--- src/hw/rtl/assert_macros.svh ---
// assertion macros, included by hermite_interpolation_reparam_top
`ifndef ASSERT_MACROS_SVH
`define ASSERT_MACROS_SVH
// property holds at every clock edge outside reset
`define ASSERT_ALWAYS(lbl, prop, msg) \
  lbl: assert property (@(posedge clk_i) disable iff (!rst_ni) (prop)) else $error(msg);
// when the trigger holds, the consequence holds at the same edge
`define ASSERT_IMPLIES(lbl, trig, cons, msg) \
  lbl: assert property (@(posedge clk_i) disable iff (!rst_ni) (trig) |-> (cons)) \
    else $error(msg);
`endif

--- src/hw/rtl/hir_div.sv ---
// pipelined restoring divider, one quotient bit per stage
module hir_div #(
  parameter int unsigned NUM_W = 52,
  parameter int unsigned DEN_W = 33,
  parameter int unsigned Q_W   = 30,
  parameter int unsigned SB_W  = 1
) (
  input  logic             clk_i,
  input  logic             rst_ni,
  input  logic             en_i,
  input  logic             valid_i,
  input  logic [NUM_W-1:0] num_i,
  input  logic [DEN_W-1:0] den_i,
  input  logic [SB_W-1:0]  sb_i,
  output logic             valid_o,
  output logic [Q_W-1:0]   quo_o,
  output logic [SB_W-1:0]  sb_o
);

  // the caller guarantees the quotient fits in Q_W bits
  logic             valid_q [Q_W];
  logic [DEN_W-1:0] rem_q   [Q_W];
  logic [Q_W-1:0]   low_q   [Q_W];
  logic [Q_W-1:0]   quo_q   [Q_W];
  logic [DEN_W-1:0] den_q   [Q_W];
  logic [SB_W-1:0]  sb_q    [Q_W];

  for (genvar k = 0; k < Q_W; k++) begin : g_step
    logic             valid_in;
    logic [DEN_W-1:0] rem_in;
    logic [Q_W-1:0]   low_in;
    logic [Q_W-1:0]   quo_in;
    logic [DEN_W-1:0] den_in;
    logic [SB_W-1:0]  sb_in;
    logic [DEN_W:0]   trial;
    logic [DEN_W:0]   diff;
    logic             take;
    logic [DEN_W-1:0] rem_d;
    logic [Q_W-1:0]   quo_d;
    logic [Q_W-1:0]   low_d;

    if (k == 0) begin : g_first
      assign valid_in = valid_i;
      assign rem_in   = DEN_W'(num_i >> Q_W);
      assign low_in   = num_i[Q_W-1:0];
      assign quo_in   = '0;
      assign den_in   = den_i;
      assign sb_in    = sb_i;
    end else begin : g_next
      assign valid_in = valid_q[k-1];
      assign rem_in   = rem_q[k-1];
      assign low_in   = low_q[k-1];
      assign quo_in   = quo_q[k-1];
      assign den_in   = den_q[k-1];
      assign sb_in    = sb_q[k-1];
    end

    always_comb begin
      trial = {rem_in, low_in[Q_W-1]};
      diff  = trial - {1'b0, den_in};
      take  = (trial >= {1'b0, den_in});
      rem_d = take ? diff[DEN_W-1:0] : trial[DEN_W-1:0];
      quo_d = {quo_in[Q_W-2:0], take};
      low_d = low_in << 1;
    end

    always_ff @(posedge clk_i or negedge rst_ni) begin
      if (!rst_ni) begin
        valid_q[k] <= 1'b0;
      end else if (en_i) begin
        valid_q[k] <= valid_in;
      end
    end

    always_ff @(posedge clk_i) begin
      if (en_i) begin
        rem_q[k] <= rem_d;
        low_q[k] <= low_d;
        quo_q[k] <= quo_d;
        den_q[k] <= den_in;
        sb_q[k]  <= sb_in;
      end
    end
  end

  assign valid_o = valid_q[Q_W-1];
  assign quo_o   = quo_q[Q_W-1];
  assign sb_o    = sb_q[Q_W-1];

endmodule
--- config.mk ---
export PLATFORM = sky130hd
export DESIGN_NAME = hir_div
export DESIGN_NICKNAME = d
export VERILOG_FILES = /design/src/hw/rtl/assert_macros.svh /design/src/hw/rtl/hir_div.sv
export SDC_FILE = /design/constraint.sdc
export NUM_CORES = 2
export LEC_CHECK = 0
export BUFFER_PORTS_ARGS = -buffer_cell sky130_fd_sc_hd__buf_4
export CELL_PAD_IN_SITES_DETAIL_PLACEMENT = 0
export CELL_PAD_IN_SITES_GLOBAL_PLACEMENT = 1
export CORE_AREA = 2 2 530 532
export DETAILED_ROUTE_END_ITERATION = 10
export DIE_AREA = 0 0 532 534
export PLACE_DENSITY_LB_ADDON = 0.1
export SYNTH_ARGS = -nofsm -noshare
export SYNTH_HDL_FRONTEND = slang
export SYNTH_SLANG_ARGS = --single-unit
--- constraint.sdc ---
create_clock -name clk_i -period 4.8 [get_ports clk_i]
set_input_delay 0.48 -clock clk_i [delete_from_list [all_inputs] [get_ports clk_i]]
set_output_delay 0.48 -clock clk_i [all_outputs]
set_load 0.02 [all_outputs]
**After elaboration in Yosys (flattened, before gate mapping)**

Memory sizes are Yosys's and may differ from the RTL's.
Index checks and enable logic that the tools add are counted.

- Register bits: 30
- Logic and storage cells: 127
- Output and inout port bits: 32
- RAM bits: 3780
- Input port bits: 90
- Memories: 5

Memory list:

| name | depth | bits a word | rd ports | clocked after memory_dff | wr ports | line | RTL |
|---|---|---|---|---|---|---|---|
| den_q | 30 | 33 | 29 | 0 | 30 | hir_div.sv:25 | `logic [DEN_W-1:0] den_q [Q_W];` |
| rem_q | 30 | 33 | 29 | 0 | 30 | hir_div.sv:22 | `logic [DEN_W-1:0] rem_q [Q_W];` |
| quo_q | 30 | 30 | 30 | 0 | 30 | hir_div.sv:24 | `logic [Q_W-1:0] quo_q [Q_W];` |
| low_q | 30 | 29 | 29 | 0 | 30 | hir_div.sv:23 | `logic [Q_W-1:0] low_q [Q_W];` |
| sb_q | 30 | 1 | 30 | 0 | 30 | hir_div.sv:26 | `logic [SB_W-1:0] sb_q [Q_W];` |

- $add $sub $neg: 30
- Magnitude comparators: 30
- Mux-type cells: 32

Operators with widths:

| operator | number |
|---|---|
| $mux 33 | 30 |
| $ge 34x33->1 | 29 |
| $sub 33x33->33 | 29 |
| $ge 23x33->1 | 1 |
| $sub 23x33->33 | 1 |
| $mux 1 | 2 |

**Longest topological paths before layout**

An unclocked memory read counts as a cell.

- Depth in word-level cells: 3
- Mapped depth: 17
- Mapped depth without buffers: 15

**Worst setup path before layout**

Ideal clock, no wire load.

- Path kind: register to register
- Start: mem low_q[1][57] (netlist name)
- End: mem rem_q[10][10] (data pin)
- Library setup time: 0.260 ns
- Arrival time: 3.634 ns
- Stages on the path, launching flop included: 17
- Setup slack: 0.906 ns
- Path through: edfxtp_1 inv_1 ha_1 inv_1 fa_1 a21o_1 a21o_1 a211oi_2 o31ai_1 a311o_1 a31oi_2 o21ai_1 or2_4 a2111oi_4 o21ai_2 buf_6 mux2_4

RTL lines:

| what | line |
|---|---|
| from (decl) | hir_div.sv:23 |
| to (decl) | hir_div.sv:22 |

==> out/summary.txt <==
Switching Fraction - 35.82%
Failing checks - max-slew violations
Power share of the combinational group - 41.9%
Critical path peak fanout - 6
Startpoint Class - flop
Final #Nets - 13,550
Least-Margin Pin Slew - 1729 ps
Setup violations, final - 0
Clock Pin Slew Worst Setup and Hold Paths - 60 ps
Final ANT Viol Nets - 0
Die outline height - 534 um
Post-DR vias/cell - 5.634
GRT Util Overall - 23.62%
Syn Nets - 13,100
Layout fillers - 22,470
Layout cells sized above 1 - 9.887%
Worst R2R Setup Slack - 210 ps
Final setup TNS - 0 ps
DPL Wire Length - 253,400 um
Sequential power share - 36.1%
Internal power - 71.26 mW
Fin. Hold Viols - 0
Buffers & Inverters on Critical Path - 2
Placed Instances - 15,770
Post-synth ARST share - 1.044%
Mapped Cells - 12,000
PD cells - 672.6 mW/mm2
Die Width - 532 um
Hold WS - 280.4 ps
Pre-Repair DR Iteration Count - 5
Max-slew violations - 73
First-pass GRT wire length - 528,900 um
Largest delay share family, worst path - compound AO/OA/AOI/OAI gates
Critical path class - reg2reg
FP Rows - 194
Top cell type's share of synthesized area - 58.07%
Routability congestion estimate from global placement - 0.8969
Clock share of power - 22.1%
Initial antenna violation count - 8
Detailed Route WL - 339,900 um
Clock sinks - 2,874
Post-synthesis register bit count - 2,874
Fin crit share - 95.54%
Outcome - complete, but fails checks
Max-cap violation count - 0
Routed len/inst - 20.68 um
Via count - 92,580
Post-synth EDFFs - 2,844
Most frequent cells in the layout - 2,844 x edfxtp_1, 1,226 x inv_1, 1,126 x a21oi_1
Req. time, crit path - 5440 ps
Slew headroom - -15.29%
F_max - 218.1 MHz
Clock Latency Late Sink - 920 ps
Warnings from Yosys - 0
Most common cell after layout, fill and taps aside - edfxtp_1
Starting Density - 52.82%
Peak supply drop - 0.3614 mV
Area delta synth->final - 12.24%
Syn avg cell area - 12.25 um2
Area of the multi-input gates - 0.05559 mm2
Vias in the first global route - 91,130
CTS Root Cell - clkbuf_16
FF-to-FF Start - rem_q[20][8]
Beginning of the worst hold path - num_i[24]
Critical path startpoint - rem_q[20][8]
Max clock buf depth - 4
GRT Residual Overflow - 0
Die area - 0.2841 mm2
Io pins - 122
H-tree levels - 5
Port bufs - 121
Finished Layout Cells - 16,430
Reg area - 0.08615 mm2
CP cell instances - ha_1 > and2_1 > a221oi_1 > inv_1 > a2111oi_0 > buf_4 > o21ba_2 > o31a_1 > a21oi_1 > a311o_1 > a31oi_1 > xnor2_1 > mux2_2
HP Class - in2reg
Core Util, Final - 59.29%
P_sw - 39.77 mW
Slowest CP cell - a2111oi_0
DRC viols - 0
TritonCTS buffer count - 315
Post-synthesis sequential area ratio - 58.58%
CP max stage delay - 980 ps
Worst clock skew - 49.79 ps
P_leak - 66.39 nW
Syn Std Cell Area - 0.1471 mm2
Tmin final - 4586 ps
Ranking of synthesized cells by area - edfxtp_1 58%, ha_1 8.3%, a21oi_1 3.8%, mux2_2 3.2%, inv_1 3.1%
First DRT Iteration DRCs - 7,533
Largest net degree at the start of global routing - 127
# Post-CTS Setup Buffers - 0
Synth Flop Type - edfxtp_1
CTS tree - yes
Core ar. - 0.2784 mm2
Critical Path AT - 5220 ps
Count of cell types in the netlist - 86
RSZ-0062 raised after global routing - no
Area leader, netlist - edfxtp_1
Setup crit end kind - flop
-- flip-flops by register name, indices dropped and copies added, names as in the netlist --
signal / count
low_q: 435
rem_q: 957
valid_o: 1
den_q: 957
quo_q: 465
sb_q: 30
g_step.valid_in: 29
-- worst reg2reg max path, cell delays in order, from the launching register on --
cell,delay (ps)
edfxtp_1,420
ha_1,360
and2_1,230
a221oi_1,540
inv_1,80
a2111oi_0,980
buf_4,260
o21ba_2,200
o31a_1,160
a21oi_1,130
a311o_1,390
a31oi_1,240
xnor2_1,90
mux2_2,260
-- power groups by stage --
stage               sequential [mW]  clock [mW]  combinational, mW
floorplan                      38.2           0               35.3
global placement               40.6           0               45.2
detailed placement             40.5           0               45.8
CTS                            40.1        25.1               46.3
global route                   40.6        26.1               51.7
finish                         40.1        24.5               46.5
-- routing by layer --
layer  up-vias  global-route usage [%]  routed length [um]
met5         -                       0                   0
met4         0                   5.572                7396
met3       471                   2.531               14430
met2      1851                   38.06              156500
met1     45090                   34.49              161600
li1      45170                       -                   -
-- path summary, 6_finish.rpt --
kind                                       endpoint  depth (start not counted)
min in group asynchronous        g_step[2].valid_in                          3
worst max register to register        rem_q[21][29]                         13
worst max-delay path                  rem_q[21][29]                         13
worst min-delay path                   low_q[0][24]                          2
max in group asynchronous       g_step[20].valid_in                          4
worst min register to register        low_q[0][138]                          0
-- metrics by stage --
step	worst slack (ps)	power [mW]	instance area [um2]
finish	214.3	111.0	165100
global route	12.36	118.4	165100
CTS	201.3	111.5	165000
detailed placement	-111.7	86.29	153600
global placement	-197.2	85.85	153600
floorplan	905.9	73.48	147100
-- cells by family after synthesis --
kind of cell / share of synthesized area [%]
AND/OR/NAND/NOR: 7.419
XOR/XNOR: 4.979
adder cells (fa/ha/maj): 8.733
multiplexers: 3.540
buffers and inverters: 3.786
AO/OA/AOI/OAI: 12.96
flip-flops: 58.58
-- repair_timing --
| action | CTS | global route |
|---|---|---|
| resized for setup | 1 | 1 |
| cloned | 0 | 0 |
| endpoints found under the setup margin | 12 | 13 |
| hold buffers | 90 | 1 |
| pin swaps | 0 | 0 |
| hold endpoints to repair | 117 | 3 |
-- cell type report --
cell class                 instances  share of cell area [%]
clock buffer                     369                   4.988
clock inverter                   203                   1.377
inverter                        1227                   2.790
timing repair buffer             362                   2.145
antenna                            6                0.009096
tap                             3724                   2.823
sequential                      2874                   52.19
multi-input combinational       7669                   33.68
-- synthesized netlist by cell type (19+ instances only) --
cell / number
buf_2: 49
a41oi_1: 27
or2_2: 25
o211ai_1: 37
xor2_1: 321
nor3_1: 101
a21oi_1: 1126
nand3b_1: 23
and2_1: 37
nand4_1: 150
o21a_1: 108
o21ai_0: 598
a211oi_1: 73
a2111oi_0: 21
a221oi_1: 31
nand2_1: 613
nand2b_1: 142
a31oi_1: 77
and3_1: 76
ha_1: 980
or3_1: 38
inv_1: 1226
edfxtp_1: 2844
fa_1: 29
nand3_1: 153
nor4_1: 38
o31a_1: 31
o21bai_1: 159
nor2_1: 745
a21boi_0: 19
a21o_1: 483
a211o_1: 29
dfrtp_1: 30
mux2_4: 27
mux2_2: 413
clkbuf_1: 168
o31ai_1: 36
nor2b_1: 117
xnor2_1: 515
Power figures use the tool's default switching activity.
