File: src/hw/rtl/assert_macros.svh
// assertion macros, included by hermite_interpolation_reparam_top
`ifndef ASSERT_MACROS_SVH
`define ASSERT_MACROS_SVH
// property holds at every clock edge outside reset
`define ASSERT_ALWAYS(lbl, prop, msg) \
  lbl: assert property (@(posedge clk_i) disable iff (!rst_ni) (prop)) else $error(msg);
// when the trigger holds, the consequence holds at the same edge
`define ASSERT_IMPLIES(lbl, trig, cons, msg) \
  lbl: assert property (@(posedge clk_i) disable iff (!rst_ni) (trig) |-> (cons)) \
    else $error(msg);
`endif

File: src/hw/rtl/hir_sqrt.sv
// pipelined integer square root, one result bit per stage
module hir_sqrt #(
  parameter int unsigned RAD_W = 64,
  parameter int unsigned SB_W  = 1
) (
  input  logic                 clk_i,
  input  logic                 rst_ni,
  input  logic                 en_i,
  input  logic                 valid_i,
  input  logic [RAD_W-1:0]     rad_i,
  input  logic [SB_W-1:0]      sb_i,
  output logic                 valid_o,
  output logic [RAD_W/2-1:0]   root_o,
  output logic [SB_W-1:0]      sb_o
);

  localparam int unsigned ROOT_W = RAD_W / 2;

  logic                valid_q [ROOT_W];
  logic [ROOT_W:0]     rem_q   [ROOT_W];
  logic [ROOT_W-1:0]   root_q  [ROOT_W];
  logic [RAD_W-1:0]    low_q   [ROOT_W];
  logic [SB_W-1:0]     sb_q    [ROOT_W];

  for (genvar k = 0; k < ROOT_W; k++) begin : g_step
    logic              valid_in;
    logic [ROOT_W:0]   rem_in;
    logic [ROOT_W-1:0] root_in;
    logic [RAD_W-1:0]  low_in;
    logic [SB_W-1:0]   sb_in;
    logic [ROOT_W+2:0] trial;
    logic [ROOT_W+2:0] cand;
    logic              take;
    logic [ROOT_W:0]   rem_d;
    logic [ROOT_W-1:0] root_d;
    logic [RAD_W-1:0]  low_d;

    if (k == 0) begin : g_first
      assign valid_in = valid_i;
      assign rem_in   = '0;
      assign root_in  = '0;
      assign low_in   = rad_i;
      assign sb_in    = sb_i;
    end else begin : g_next
      assign valid_in = valid_q[k-1];
      assign rem_in   = rem_q[k-1];
      assign root_in  = root_q[k-1];
      assign low_in   = low_q[k-1];
      assign sb_in    = sb_q[k-1];
    end

    always_comb begin
      trial  = {rem_in, low_in[RAD_W-1 -: 2]};
      cand   = {1'b0, root_in, 2'b01};
      take   = (trial >= cand);
      // the remainder can reach twice the partial root, one bit wider than the root
      rem_d  = take ? (ROOT_W+1)'(trial - cand) : trial[ROOT_W:0];
      root_d = {root_in[ROOT_W-2:0], take};
      low_d  = low_in << 2;
    end

    always_ff @(posedge clk_i or negedge rst_ni) begin
      if (!rst_ni) begin
        valid_q[k] <= 1'b0;
      end else if (en_i) begin
        valid_q[k] <= valid_in;
      end
    end

    always_ff @(posedge clk_i) begin
      if (en_i) begin
        rem_q[k]  <= rem_d;
        root_q[k] <= root_d;
        low_q[k]  <= low_d;
        sb_q[k]   <= sb_in;
      end
    end
  end

  assign valid_o = valid_q[ROOT_W-1];
  assign root_o  = root_q[ROOT_W-1];
  assign sb_o    = sb_q[ROOT_W-1];

endmodule

File: config.mk
export PLATFORM = sky130hd
export DESIGN_NAME = hir_sqrt
export DESIGN_NICKNAME = d
export VERILOG_FILES = /design/src/hw/rtl/assert_macros.svh /design/src/hw/rtl/hir_sqrt.sv
export SDC_FILE = /design/constraint.sdc
export NUM_CORES = 2
export LEC_CHECK = 0
export CAP_MARGIN = 30
export CORE_MARGIN = 1.5
export CORE_UTILIZATION = 64
export CTS_CLUSTER_SIZE = 30
export DETAILED_ROUTE_END_ITERATION = 6
export DONT_BUFFER_PORTS = 1
export GPL_TIMING_DRIVEN = 0
export PLACE_DENSITY = 0.8
export SLEW_MARGIN = 25
export SYNTH_ARGS = -nofsm -noshare
export SYNTH_HDL_FRONTEND = slang
export SYNTH_MEMORY_MAX_BITS = 65536
export SYNTH_SLANG_ARGS = --single-unit
File: constraint.sdc
create_clock -name clk_i -period 4.3 [get_ports clk_i]
set_input_delay 0.86 -clock clk_i [delete_from_list [all_inputs] [get_ports clk_i]]
set_output_delay 0.86 -clock clk_i [all_outputs]
set_load 0.02 [all_outputs]
Word level (Yosys, flattened, before mapping):

Memory sizes are Yosys's and may differ from the RTL's.
Index checks and enable logic that the tools add are counted.

* $add $sub $neg: 32
* $mul: 0
* div/mod/pow operators: 0
* magnitude comparators: 32
* equal/unequal tests: 0
* shift operators: 0
* muxes and demuxes: 34
* bitwise gates (word level): 0
* reductions and logical operators: 0

Operators with widths (number)
* $ge 35x34->1: 31
* $mux 33: 32
* $sub 33x33->33: 31
* $sub 2x1->3 const B: 1
* $ge 2x1->1 const B: 1
* $mux 1: 2

* bits in registers: 32
* latch bits: 0
* RAM bits: 4096
* memory bits (read-only): 0
* output and inout port bits: 34
* word-level logic and storage cells: 134
* memories: 4

Memory list
* low_q: words 32, bits a word 62, rd ports 31, clocked after Yosys merged registers in 0, wr ports 32, RTL line hir_sqrt.sv:22 `logic [RAD_W-1:0] low_q [ROOT_W];`
* rem_q: words 32, bits a word 33, rd ports 31, clocked after Yosys merged registers in 0, wr ports 32, RTL line hir_sqrt.sv:20 `logic [ROOT_W:0] rem_q [ROOT_W];`
* root_q: words 32, bits a word 32, rd ports 32, clocked after Yosys merged registers in 0, wr ports 32, RTL line hir_sqrt.sv:21 `logic [ROOT_W-1:0] root_q [ROOT_W];`
* sb_q: words 32, bits a word 1, rd ports 32, clocked after Yosys merged registers in 0, wr ports 32, RTL line hir_sqrt.sv:23 `logic [SB_W-1:0] sb_q [ROOT_W];`

Longest topological paths before layout:

An unclocked memory read counts as a cell.

* depth in word-level cells: 3
* depth in mapped cells: 16

Least setup slack after synthesis:

Ideal clock, no wire load.

* path type: reg2reg
* from: memory rem_q[0][113] in the netlist's numbering
* to: memory rem_q[1][28] in the netlist's numbering, data pin
* arrival time: 3.204 ns
* required time: 4.029 ns
* setup slack: 0.825 ns
* stages on the path, launching flop included: 11
* cell sequence: edfxtp_1 -> or4_4 -> or4_1 -> clkbuf_2 -> or4_1 -> or4_4 -> nor4b_4 -> nor2_2 -> nand2_2 -> nor4_1 -> xor2_1

RTL lines (RTL line)
* from (decl): hir_sqrt.sv:20

==> tab_implementation.tex <==
\begin{tabular}{lr}
\hline
Metric & Value \\
\hline
\multicolumn{2}{l}{\textbf{Synthesis}} \\
\quad Compound-Gate Fraction of Synth Area & 0.0959 \\
\quad Most frequent cells after synthesis & sky130\_fd\_sc\_hd\_\_edfxtp\_1 (2527), sky130\_fd\_sc\_hd\_\_inv\_1 (699), sky130\_fd\_sc\_hd\_\_a21oi\_1 (582) \\
\quad Library cell occupying the most area in the post-synthesis netlist & sky130\_fd\_sc\_hd\_\_edfxtp\_1 \\
\quad Synth area leaders & sky130\_fd\_sc\_hd\_\_edfxtp\_1 (64\%), sky130\_fd\_sc\_hd\_\_ha\_1 (5.9\%), sky130\_fd\_sc\_hd\_\_xor2\_1 (3.1\%), sky130\_fd\_sc\_hd\_\_xnor2\_1 (2.9\%), sky130\_fd\_sc\_hd\_\_a21oi\_1 (2.4\%) \\
\quad Post-synth ARST share & 0.0125 \\
\quad Most numerous cell in the Yosys netlist & sky130\_fd\_sc\_hd\_\_edfxtp\_1 \\
\quad Combinational family with the most area after synthesis & simple AND/OR/NAND/NOR gates \\
\quad Share of Yosys cell area claimed by the top area cell type & 0.637 \\
\quad Share of synthesized cell area in and, or, nand and nor gates & 0.0964 \\
\quad Net Count, Synth & 9796 \\
\quad Post-synthesis cell type count & 89 \\
\quad Adder-cell share of the synthesized area & 0.0589 \\
\quad Post-synthesis area per instance & 13.0 µm² \\
\quad Share of the synthesized netlist area taken by xor and xnor gates & 0.0595 \\
\quad \#FFs+latches synth & 2559 \\
\quad Post-synth EDFFs & 2527 \\
\quad Multiplexer share of the synthesized area & 0.0169 \\
\quad Yosys warnings & 0 \\
\quad Most used flip-flop cell after synthesis & sky130\_fd\_sc\_hd\_\_edfxtp\_1 \\
\quad Portion of the post-synthesis area used by sequential elements & 0.644 \\
\quad Synthesized cell area & 0.119 mm² \\
\quad Synth Instances & 9166 \\
\multicolumn{2}{l}{\textbf{Setup path}} \\
\quad Required time of the worst setup path & 4900 ps \\
\quad Startpoint kind of the worst setup timing path & flop \\
\quad Element type at the critical path end & flop \\
\quad Largest fanout of any net on the critical path & 10 \\
\quad Critical Path AT & 4770 ps \\
\quad Category of the critical setup timing path & reg -> reg \\
\multicolumn{2}{l}{\textbf{Place}} \\
\quad Port-buffer cells & 0 \\
\quad HPWL after detailed placement & 183000 µm \\
\quad Minimum setup slack after placement & -769 ps \\
\quad Final Wtd Congestion & 0.940 \\
\multicolumn{2}{l}{\textbf{Detailed routing}} \\
\quad Iteration-0 DRC count of the detailed router & 6345 \\
\quad WL per Instance & 21.6 µm \\
\quad Vias per cell & 6.02 \\
\quad DRT antenna net count & 0 \\
\quad Via count & 73.4k \\
\quad Total wire length & 264000 µm \\
\quad Drt first pass iters & 7 \\
\quad Drt drc & 1 \\
\multicolumn{2}{l}{\textbf{Layout}} \\
\quad \# diodes & 0 \\
\quad Sequential cell area & 0.0767 mm² \\
\quad Layout cell share with drive strength beyond 1 & 0.0714 \\
\quad Core occupancy in the finished layout & 0.714 \\
\quad Post-layout nets & 10.2k \\
\quad Post-synthesis to final-layout area growth & 10.9\% \\
\quad Number of fill cells & 12.2k \\
\quad Footprint of the multi-input gates & 0.0392 mm² \\
\multicolumn{2}{l}{\textbf{Timing}} \\
\quad Post-Route Skew & 57.7 ps \\
\quad Setup ws final & 136 ps \\
\quad Fin crit period & 4160 ps \\
\quad Max-slew headroom at the worst pin & 0.381 \\
\quad RSZ-0062 raised after global routing & false \\
\quad Transition at the pin with the smallest max-transition slack & 929 ps \\
\quad Number of setup violations in the final report & 0 \\
\quad Fin crit share & 0.968 \\
\quad Final-report max-slew violation count & 0 \\
\quad Number of failing hold endpoints at the final stage & 0 \\
\quad Fmax achieved & 0.240 GHz \\
\multicolumn{2}{l}{\textbf{Pwr}} \\
\quad IR drop worst, VDD & 0.560 mV \\
\quad Power Dens Cells & 548 mW/mm² \\
\quad Leakage dissipation & 0.0506 µW \\
\quad Power consumption & 72400 µW \\
\multicolumn{2}{l}{\textbf{CTS}} \\
\quad Number of buffers added by the clock tree synthesis step & 279 \\
\quad Master cell of the clock root buffer & sky130\_fd\_sc\_hd\_\_clkbuf\_16 \\
\quad Clock transition at the registers of the reported paths & 60 ps \\
\quad Clock insertion delay at the later pin of the skew report & 930 ps \\
\quad Number of sinks handled by clock tree synthesis & 2559 \\
\quad Post-CTS repair timing setup buffer count & 0 \\
\quad H-tree levels & 5 \\
\quad Clock tree buffer depth & 4 \\
\quad TritonCTS clock tree & built \\
\multicolumn{2}{l}{\textbf{Global route}} \\
\quad First-pass GRT wire length & 405000 µm \\
\quad Number of antenna violations at the first check in global routing & 2 \\
\quad Vias in the first global route & 72.1k \\
\quad Global-route total usage across every layer & 0.277 \\
\quad Maximum number of pins on one net before global-route repair & 285 \\
\quad Grt total ovfl & 0 \\
\multicolumn{2}{l}{\textbf{Outcome}} \\
\quad Result of the run & finished, violations left \\
\quad Violated checks & design-rule violations \\
\multicolumn{2}{l}{\textbf{Floorplan}} \\
\quad Floorplan die width & 434 µm \\
\quad Height of the die & 434 µm \\
\quad Top-level I/O count & 103 \\
\quad Cell Rows & 158 \\
\quad Core area & 0.185 mm² \\
\quad Die outline area & 0.189 mm² \\
\quad Initial core utilization & 0.643 \\
\multicolumn{2}{l}{\textbf{Hold path}} \\
\quad Tightest Hold Check Type & in -> reg \\
\multicolumn{2}{l}{\textbf{Run}} \\
\quad Max Cap Violations & 0 \\
\hline
\end{tabular}
==> per-layer routing <==
layer,part of all wire,vias to the layer above,GRT usage
met1,0.41,35700,0.358
met3,0.051,647,0.0348
li1,-,34700,-
met5,0,-,0
met4,0.042,0,0.112
met2,0.50,2357,0.476
==> final timing paths <==
| path | startpoint | to | slack (ps) | cells after the start |
|---|---|---|---|---|
| min in group asynchronous | rst_ni | g_step[11].valid_in | 370 | 2 |
| max in group asynchronous | rst_ni | g_step[23].valid_in | 3720 | 2 |
| max reg2reg | rem_q[6][5] | rem_q[6][57] | 140 | 11 |
| min reg2reg | low_q[1][242] | low_q[2][58] | 390 | 0 |
| min | rad_i[12] | low_q[0][12] | 50 | 0 |
| max | rem_q[6][5] | rem_q[6][57] | 140 | 11 |
==> metrics by stage <==
| step | hold WS [ps] | setup TNS, ps | instance area [µm²] | cells |
|---|---|---|---|---|
| 2_1_floorplan | 400 | 0 | 119000 | 9166 |
| 3_3_place_gp | 400 | -55530 | 122000 | 11600 |
| 3_5_place_dp | 405 | -281860 | 123000 | 11700 |
| 4_1_cts | 0.865 | 0 | 132000 | 12200 |
| 5_1_grt | 7.64 | 0 | 132000 | 12200 |
| 6_report | 50.4 | 0 | 132000 | 12200 |
==> power by group <==
| group | switching, µW | leakage [µW] | internal [µW] |
|---|---|---|---|
| Clock | 9470 | 0.00426 | 13700 |
| Combinational | 9000 | 0.0216 | 6340 |
| Sequential | 2280 | 0.0247 | 31600 |
| Total | 20800 | 0.0506 | 51600 |
==> cell families (layout without fill, tap and decap cells) <==
| kind of cell | count (synthesis) | after routing |
|---|---|---|
| flip-flops | 2559 | 2559 |
| buffers and inverters | 912 | 1462 |
| XOR/XNOR | 809 | 809 |
| AO/OA/AOI/OAI | 1826 | 1826 |
| AND/OR/NAND/NOR | 2317 | 2317 |
| adder cells (fa/ha/maj) | 561 | 561 |
| other | 1 | 1 |
| multiplexers | 181 | 181 |
==> worst max-delay path: stages (launching register included) <==
cell,delay (ps)
sky130_fd_sc_hd__edfxtp_1,430
sky130_fd_sc_hd__ha_1,400
sky130_fd_sc_hd__o211ai_1,140
sky130_fd_sc_hd__a21boi_0,360
sky130_fd_sc_hd__o211ai_1,180
sky130_fd_sc_hd__a41oi_1,410
sky130_fd_sc_hd__a221oi_1,220
sky130_fd_sc_hd__o221ai_1,400
sky130_fd_sc_hd__a211o_1,440
sky130_fd_sc_hd__buf_2,370
sky130_fd_sc_hd__buf_2,300
sky130_fd_sc_hd__a21oi_1,170
==> placed cells by master, fill, tap and decap left out, types with 63 or more instances in the layout <==
cell	count
sky130_fd_sc_hd__edfxtp_1	2527
sky130_fd_sc_hd__inv_1	699
sky130_fd_sc_hd__a21oi_1	579
sky130_fd_sc_hd__nor2_1	574
sky130_fd_sc_hd__nand2_1	563
sky130_fd_sc_hd__ha_1	561
sky130_fd_sc_hd__o21ai_0	423
sky130_fd_sc_hd__xor2_1	418
sky130_fd_sc_hd__xnor2_1	391
sky130_fd_sc_hd__clkbuf_16	288
sky130_fd_sc_hd__a21o_1	237
sky130_fd_sc_hd__nor3_1	234
sky130_fd_sc_hd__clkbuf_1	209
sky130_fd_sc_hd__mux2_2	162
sky130_fd_sc_hd__nand3_1	161
sky130_fd_sc_hd__nor4_1	124
sky130_fd_sc_hd__o21a_1	111
sky130_fd_sc_hd__nand4_1	107
sky130_fd_sc_hd__nand2b_1	96
sky130_fd_sc_hd__or3_1	87
sky130_fd_sc_hd__nor2b_1	81
sky130_fd_sc_hd__or4_1	63
==> area by class of cell <==
type / count / share of cell area
Tap cell: 2480 / 0.0235
Multi-Input combinational cell: 5695 / 0.296
Sequential cell: 2559 / 0.580
Clock buffer: 335 / 0.0557
Inverter: 700 / 0.0199
Timing Repair Buffer: 74 / 0.00777
Clock inverter: 142 / 0.0104
Buffer: 211 / 0.00645
==> flip-flops by register name, summed over array words and instances (netlist names) <==
register,flops
rem_q,975
g_step.valid_in,31
valid_o,1
root_q,528
low_q,992
sb_q,32
==> what timing repair did <==
action | in CTS | in global routing
cloned | 0 | 1
resized for setup | 26 | 53
setup endpoints to repair | 212 | 346
hold buffers | 54 | 0
hold endpoints to repair | 84 | 0
pin swaps | 0 | 1
Power figures use the tool's default switching activity.
